==> config.mk <==
export PLATFORM = sky130hd
export DESIGN_NAME = lrkr_counts
export DESIGN_NICKNAME = d
export VERILOG_FILES = /design/src/hdl/lrkr_pkg.sv /design/src/hdl/lrkr_counts.sv
export SDC_FILE = /design/constraint.sdc
export NUM_CORES = 1
export LEC_CHECK = 0
export BUFFER_PORTS_ARGS = -buffer_cell sky130_fd_sc_hd__buf_4
export CELL_PAD_IN_SITES_DETAIL_PLACEMENT = 1
export CELL_PAD_IN_SITES_GLOBAL_PLACEMENT = 2
export CORE_MARGIN = 1.5
export CORE_UTILIZATION = 42
export DETAILED_ROUTE_END_ITERATION = 12
export GPL_TIMING_DRIVEN = 0
export PLACE_DENSITY_LB_ADDON = 0.3
export SLEW_MARGIN = 10
export SYNTH_ARGS = -nofsm -noshare
export SYNTH_HDL_FRONTEND = slang
export SYNTH_SLANG_ARGS = --single-unit
==> constraint.sdc <==
create_clock -name clk -period 5.14 [get_ports clk]
set_input_delay 0.771 -clock clk [delete_from_list [all_inputs] [get_ports clk]]
set_output_delay 0.771 -clock clk [all_outputs]
set_load 0.005 [all_outputs]
==> src/hdl/lrkr_pkg.sv <==
// lrkr_pkg: sizes, types and the count update word shared by the
// longest-run-with-replacements block; no dependencies
`timescale 1ns / 1ps

package lrkr_pkg;

  localparam int MAX_LEN  = 1024;
  localparam int ALPHABET = 26;

  localparam int LETTER_W = $clog2(ALPHABET);
  localparam int POS_W    = $clog2(MAX_LEN);
  localparam int LEN_W    = $clog2(MAX_LEN + 1);

  typedef logic [LETTER_W-1:0] letter_t;
  typedef logic [POS_W-1:0]    pos_t;
  typedef logic [LEN_W-1:0]    len_t;

  typedef struct packed {
    logic    inc_en;
    letter_t inc_letter;
    logic    dec_en;
    letter_t dec_letter;
    logic    clear;
  } cnt_upd_t;

endpackage

==> src/hdl/lrkr_counts.sv <==
// lrkr_counts: one count per letter with increment, decrement and clear,
// plus a select of the count of the incoming letter; uses lrkr_pkg
`timescale 1ns / 1ps

module lrkr_counts
  import lrkr_pkg::*;
(
  input  logic     clk,
  input  logic     rst_n,
  input  cnt_upd_t upd,
  input  letter_t  sel_letter,
  output len_t     sel_count
);

  len_t cnt_r   [ALPHABET];
  len_t cnt_nxt [ALPHABET];

  always_comb begin
    for (int i = 0; i < ALPHABET; i++) begin
      cnt_nxt[i] = cnt_r[i];
      if (upd.clear) begin
        cnt_nxt[i] = '0;
      end else begin
        if (upd.inc_en && (upd.inc_letter == LETTER_W'(i))) begin
          cnt_nxt[i] = cnt_nxt[i] + LEN_W'(1);
        end
        if (upd.dec_en && (upd.dec_letter == LETTER_W'(i))) begin
          cnt_nxt[i] = cnt_nxt[i] - LEN_W'(1);
        end
      end
    end
  end

  always_ff @(posedge clk) begin
    if (!rst_n) begin
      for (int i = 0; i < ALPHABET; i++) begin
        cnt_r[i] <= '0;
      end
    end else begin
      for (int i = 0; i < ALPHABET; i++) begin
        cnt_r[i] <= cnt_nxt[i];
      end
    end
  end

  always_comb begin
    sel_count = '0;
    for (int i = 0; i < ALPHABET; i++) begin
      if (sel_letter == LETTER_W'(i)) begin
        sel_count = cnt_r[i];
      end
    end
  end

endmodule

==> results of run 1 <==
layer usage:
layer  GRT usage, %  part of all wire (%)
met5              0                 0.013
met1          50.54                    43
met2          59.08                    43
met4          17.88                   4.9
met3          8.342                   8.9
worst max-delay path, delay by kind of cell:
family / cells / cell delay, ns
buf+inv: 5 / 1.76
compound gates: 5 / 1.91
per-stage QoR:
stage / cell area, um^2 / hold WS, ns / total power [mW] / instances / setup WS [ns]
global placement: 25800 / 0.5691 / 2.912 / 4083 / -0.9091
finish: 27260 / 0.5898 / 5.897 / 4156 / -0.09858
global route: 27260 / 0.6248 / 6.019 / 4156 / 0.08973
CTS: 27250 / 0.5915 / 5.896 / 4156 / 0.02410
detailed placement: 25860 / 0.5802 / 2.923 / 4087 / -0.5930
floorplan: 24630 / 0.5021 / 2.612 / 3290 / 1.692
synthesized netlist by cell type, drive strengths merged, types with 33 or more instances:
| cell | n | area (um^2) |
|---|---|---|
| nor4 | 76 | 593.1 |
| nor3 | 109 | 599.3 |
| dfxtp | 286 | 5725 |
| nand4 | 94 | 588.1 |
| o22ai | 34 | 219.0 |
| inv | 62 | 232.7 |
| mux2i | 85 | 850.8 |
| mux2 | 41 | 461.7 |
| nand3 | 183 | 915.9 |
| clkbuf | 177 | 668.1 |
| nand2b | 35 | 219.0 |
| xor2 | 159 | 1393 |
| nor2b | 33 | 206.5 |
| and3 | 59 | 369.1 |
| nor2 | 415 | 1560 |
| a21oi | 143 | 723.2 |
| buf | 65 | 336.6 |
| ha | 52 | 650.6 |
| nand2 | 261 | 979.7 |
| xnor2 | 290 | 2540 |
| o21ai | 125 | 625.6 |
| a211oi | 43 | 332.8 |
layout make-up:
type,instances,share of cell area (%)
inverter,63,0.8675
clock buffer,59,4.452
timing repair buffer,32,0.9502
clock inverter,11,0.5829
multi-input combinational,2699,64.87
tap,765,3.511
buffer,241,3.759
sequential,286,21.00
where the power goes:
part / switching [mW] / total, mW / internal, mW
registers: 0.0178 / 2.25 / 2.23
clock network: 1.16 / 2.99 / 1.83
logic: 0.496 / 0.660 / 0.164
logic make-up after synthesis:
group	Yosys count	synth area share [%]
simple gates	1456	30.61
compound gates	611	16.71
xor+xnor	450	16.06
buf+inv	305	5.039
flops	286	23.24
mux	130	5.694
fa+ha+maj	52	2.641
path summary, 6_finish.rpt:
| kind | from | cells past startpoint | slack [ns] | endpoint |
|---|---|---|---|---|
| worst max-delay path | sel_letter[0] | 10 | -0.1 | sel_count[9] |
| worst min-delay path | cnt_r[0][28] | 2 | 0.59 | cnt_r[0][28] |
| worst max register to register | cnt_r[1][24] | 8 | 1.99 | cnt_r[1][31] |
| worst min register to register | cnt_r[0][28] | 2 | 0.59 | cnt_r[0][28] |
==> results.md, run 1 <==
- Status: complete, but fails checks
- Failing checks: negative setup slack
- CTS tree: yes
- Count of buffers from port buffering: 28
- Clk_lat worst skew: 0.58 ns
- FF/Latch Area: 5725 um^2
- Vias in the first global route: 26.61k
- Most common cell after layout, fill and taps aside: nor2_1
- Pins Over Slew Limit: 0
- Total Wirelength: 117200 um
- Final hold vios: 0
- CTS Root Cell: clkbuf_16
- CTS H-tree depth: 2
- Gr usage total: 38.27%
- First-pass GRT wire length: 172700 um
- Multi-input logic area: 17680 um^2
- Max-cap viol count: 0
- Max Fclk: 190.9 MHz
- Worst setup SP type: primary input
- Drt initial violations: 2661
- Core area: 57810 um^2
- Synth Net Count: 3362
- DRC Markers: 0
- Gpl congestion: 1.038
- Fillers: 7222
- Area grow syn2layout: 10.66%
- Nets: 3435
- Share of post-route cells with drive strength above 1: 8.257%
- Count of cell types in the netlist: 104
- Fin crit share: 101.9%
- Worst setup EP type: output port
- Ys async rst share: 0%
- Total number of yosys warnings: 0
- CP Cell Sequence: buf_4, buf_2, buf_2, clkdlybuf4s15_1, o21ai_0, a311oi_1, o221ai_1, a211oi_1, a2bb2oi_1, buf_4
- Setup WS post-layout: -0.09858 ns
- Drt wl/cell: 28.21 um
- Final setup violation count: 1
- Top FF cell, synth: dfxtp_1
- Detail Placement HPWL: 90090 um
- Clk buf depth: 3
- Postcts setup bufs: 0
- Initial Util: 42.61%
- Crit path time final: 5.239 ns
- Clock transition at path regs: 0.06 ns
- Register area share after synthesis: 23.24%
- Avg Cell Area, Syn: 7.487 um^2
- Ports: 31
- Final core area utilization: 47.16%
- Drt first pass iters: 5
- Number of vias per cell: 6.462
- Post-Synthesis Cells: 3290
- Critical Path RT: 4.37 ns
- Highest-count cells in the layout ignoring fill and taps: nor2_1 (412), xnor2_1 (290), dfxtp_1 (286)
- Post-route antenna net violation count: 0
- Die area: 60110 um^2
- Flops & latches, synth: 286
- ANT cells: 0
- Min-delay worst type: register to register
- Initial antenna violation count: 7
- Sink Count: 286
- Max reg flops: 286
- Largest net degree at the start of global routing: 20
- CP max stage delay: 0.84 ns
- Worst-path maximum fanout: 10
- Post_cts resized: 5
- RSZ-0062 raised after global routing: false
- Max VDD drop: 0.2472 mV
- EDFF count, synth: 0
- Chip Width: 245.2 um
- # rows: 88
- Die Y: 245.2 um
- Synthesized area: 24630 um^2
- Clock Skew: 0.02209 ns
- Regs by FF count: cnt_r: 286 flops
- WP data arrival: 4.47 ns
- Slowest cell on crit path: clkdlybuf4s15_1
- Lkg Pwr: 9.082 nW
- Relative slew slack: 4.718%
- Reg with most FFs: cnt_r
- Crit Path Class: primary input to output port
- Total grt overflow: 0
- Clock buffer count from CTS: 40
- P per Cell Area: 216.3 nW/um^2
- Worst-Margin Slew: 1.429 ns
- Hold-fix buffers at CTS: 0
- Final setup TNS: -0.09858 ns
- Total number of vias: 26.86k
Note: power is estimated with default switching activity, not from simulation.
==> run 2, diff against run 1 <==
--- a/config.mk
+++ b/config.mk
@@ -5,11 +5,12 @@
 export SDC_FILE = /design/constraint.sdc
 export NUM_CORES = 1
 export LEC_CHECK = 0
+export ABC_AREA = 1
 export BUFFER_PORTS_ARGS = -buffer_cell sky130_fd_sc_hd__buf_4
 export CELL_PAD_IN_SITES_DETAIL_PLACEMENT = 1
 export CELL_PAD_IN_SITES_GLOBAL_PLACEMENT = 2
 export CORE_MARGIN = 1.5
-export CORE_UTILIZATION = 42
+export CORE_UTILIZATION = 39
 export DETAILED_ROUTE_END_ITERATION = 12
 export GPL_TIMING_DRIVEN = 0
 export PLACE_DENSITY_LB_ADDON = 0.3
==> results.md, run 2 <==
- Clock transition at path regs: 0.06 ns (about the same)
- Worst hold slack: 0.5719 ns (-0.01787 ns)
- Clock Skew: 0.02489 ns (+0.002801 ns)
- Ports: 31 (unchanged)
- Reg with most FFs: cnt_r
- Synth cell count leaders: nand2_1 (577), inv_1 (493), nor2_1 (323), dfxtp_1 (286), a21oi_1 (261)
- Chip Width: 230.7 um (-5.9%)
- Max VDD drop: 0.2023 mV (-18%)
- Post-Synthesis Cells: 3107 (-5.6%)
- Clk buf depth: 3 (unchanged)
- Ys async rst share: 0% (unchanged)
- Top FF cell, synth: dfxtp_1
- Nets: 3250 (-5.4%)
- Core area: 51300 um^2 (-11%)
- Fillers: 6828 (-5.5%)
- Initial antenna violation count: 1 (-6)
- Largest net degree at the start of global routing: 12 (-40%)
- First-pass GRT wire length: 111000 um (-36%)
- Count leader, synth: nand2_1
- ANT cells: 0 (unchanged)
- Sw Share: 26.13% (-2.3 points)
- Drt initial violations: 1061 (-60%)
- Share of power burned in registers: 42.2% (+4.1 points)
- Clock buffer count from CTS: 39 (-2.5%)
- Layout Cells excl Fill: 3885 (-6.5%)
- CTS Root Cell: clkbuf_16
- Highest-count cells in the layout ignoring fill and taps: nand2_1 (577), inv_1 (493), nor2_1 (320)
- Max-cap viol count: 0 (unchanged)
- Gpl congestion: 0.8864 (-15%)
- Regs by FF count: cnt_r: 286 flops
- Min-delay worst type: register to register
- EDFF count, synth: 0 (unchanged)
- P_int: 3.928 mW (-6.9%)
- Synthesized area: 20220 um^2 (-18%)
- Final hold vios: 0 (unchanged)
- Vias in the first global route: 20.88k (-22%)
- RSZ-0062 raised after global routing: false
- Clock Power Share: 51.4% (+0.7 points)
- Relative slew slack: 18.66% (+14 points)
- Most common cell after layout, fill and taps aside: nand2_1
- P per Cell Area: 235.7 nW/um^2 (+9.0%)
- Final core area utilization: 43.97% (-3.2 points)
- Worst setup EP type: output port
- Worst setup SP type: primary input
- Area grow syn2layout: 11.58%
- Count of buffers from port buffering: 29 (+3.6%)
- Total Wirelength: 70090 um (-40%)
- Worst-Margin Slew: 1.220 ns (-0.2092 ns)
- WP data arrival: 4.18 ns (-0.29 ns)
- Worst-path maximum fanout: 10 (unchanged)
- Number of cells after detailed placement: 3817 (-6.6%)
- FF/Latch Area: 5725 um^2 (unchanged)
- Synth Net Count: 3179 (-5.4%)
- CTS tree: yes
- Total number of yosys warnings: 0 (unchanged)
- Multi-input logic area: 12350 um^2 (-30%)
- Gr usage total: 26.31% (-12 points)
- Status: finished, final reports clean
- DRC Markers: 0 (unchanged)
- Synth top area share: 28.32% (+5.1 points)
- Sink Count: 286 (unchanged)
- Register area share after synthesis: 28.32% (+5.1 points)
- Max Fclk: 202.1 MHz (+5.9%)
- CTS H-tree depth: 2 (unchanged)
- Final setup TNS: 0 ns (+0.09858 ns)
- Total grt overflow: 0 (unchanged)
- Crit path time final: 4.947 ns (-0.2915 ns)
- Final setup violation count: 0 (-1)
- Max reg flops: 286 (unchanged)
- Count of cell types in the netlist: 45 (-57%)
- Post-route antenna net violation count: 0 (unchanged)
- Clk_lat worst skew: 0.58 ns (about the same)
- Share of post-route cells with drive strength above 1: 7.176% (-1.1 points)
- Drt first pass iters: 5 (unchanged)
- Fin crit share: 96.25% (-5.7 points)
- Comb power frac: 6.4% (-4.8 points)
- Sw Pwr: 1.389 mW (-17%)
- Number of vias per cell: 5.257 (-19%)
- Detail Placement HPWL: 55290 um (-39%)
- Critical Path RT: 4.37 ns (about the same)
- Lkg Pwr: 8.658 nW (-4.7%)
- Die Y: 230.7 um (-5.9%)
- Drt wl/cell: 18.04 um (-36%)
- Avg Cell Area, Syn: 6.506 um^2 (-13%)
- # rows: 83 (-5.7%)
- Total number of vias: 20.43k (-24%)
- Die area: 53210 um^2 (-11%)
- Top cell type by total area after synthesis: dfxtp_1
- Crit Path Class: primary input to output port
- Initial Util: 39.41% (-3.2 points)
- Pins Over Slew Limit: 0 (unchanged)
- Flops & latches, synth: 286 (unchanged)
- Largest cells by area after synthesis: dfxtp_1 (28%), nand2_1 (11%), inv_1 (9.2%)
[run 2: cell types whose count changed after synthesis, moves of 42 or more]
cell	before	now
inv_1	61	493
nand2_1	261	577
xnor2_1	290	47
clkbuf_1	174	47
a21oi_1	141	261
o21ai_0	122	223
nor2_1	414	323
mux2i_1	85	0
nor4_1	60	5
nand4_1	94	146
nor3_1	102	59
and3_1	59	17
[run 2: per-stage QoR]
step	setup WS, ns	power, mW	instance area [um^2]
after floorplan	1.939	2.481	20220
after global placement	-0.07237	2.615	21280
after detailed placement	-0.08675	2.626	21300
after CTS	0.1350	5.382	22550
after global routing	0.004081	5.502	22560
final	0.1929	5.318	22560
[run 2: power by group through the flow]
stage / registers (mW) / logic [mW] / clock network, mW
6_report: 2.24 / 0.342 / 2.73
5_1_grt: 2.24 / 0.374 / 2.89
4_1_cts: 2.24 / 0.339 / 2.80
3_5_place_dp: 2.29 / 0.336 / 0
3_3_place_gp: 2.29 / 0.325 / 0
2_1_floorplan: 2.29 / 0.195 / 0
[run 2: path summary, 6_finish.rpt]
| check | from | end | slack [ns] | depth (start not counted) |
|---|---|---|---|---|
| max | sel_letter[2] | sel_count[7] | 0.19 | 19 |
| min | cnt_r[0][32] | cnt_r[0][32] | 0.57 | 2 |
| max reg2reg | cnt_r[0][121] | cnt_r[0][130] | 2.76 | 10 |
| min reg2reg | cnt_r[0][32] | cnt_r[0][32] | 0.57 | 2 |
[run 2: worst max-delay path, cell delays in order]
cell	delay, ns
buf_4	0.12
nor2_1	0.16
inv_1	0.37
nor2_2	0.18
nand2_1	0.11
nand2_1	0.05
nor2_1	0.27
nand4_1	0.16
nor2_1	0.29
nand4_1	0.19
nor2_1	0.21
nand4_1	0.17
nand2_1	0.18
nand4_1	0.18
nor2_1	0.21
nand4_1	0.16
nand2_1	0.13
nand4_1	0.09
buf_4	0.15
[run 2: area by class of cell]
type / count / share of cell area [%]
inverter: 521 / 8.681
timing repair buffer: 30 / 1.032
clock buffer: 56 / 4.964
tap: 680 / 3.772
sequential: 286 / 25.38
clock inverter: 12 / 0.5381
multi-input combinational: 2251 / 54.76
buffer: 49 / 0.8709
[run 2: cell families (layout without fill, tap and decap cells)]
group                    after synthesis  count (layout)  share of synthesized area [%]
AND/OR/NAND/NOR                     1411            1411                          32.94
buffers and inverters                570             668                          10.64
AO/OA/AOI/OAI                        534             534                          13.62
XOR/XNOR                             254             254                          11.26
flip-flops                           286             286                          28.32
adder cells (fa/ha/maj)               52              52                          3.218
[run 2: what timing repair did]
item,4_1_cts,5_1_grt
gates resized for setup,2,2
buffers inserted,0,0
hold buffers,0,0
setup endpoints to repair,1,6
[run 2: layer usage]
| layer | global-route usage [%] | routed length, um | vias to the layer above |
|---|---|---|---|
| li1 | - | - | 10220 |
| met1 | 34.97 | 32730 | 9848 |
| met2 | 45.42 | 33120 | 285 |
| met3 | 2.754 | 2857 | 73 |
| met4 | 6.434 | 1386 | 0 |
| met5 | 0 | 0 | - |
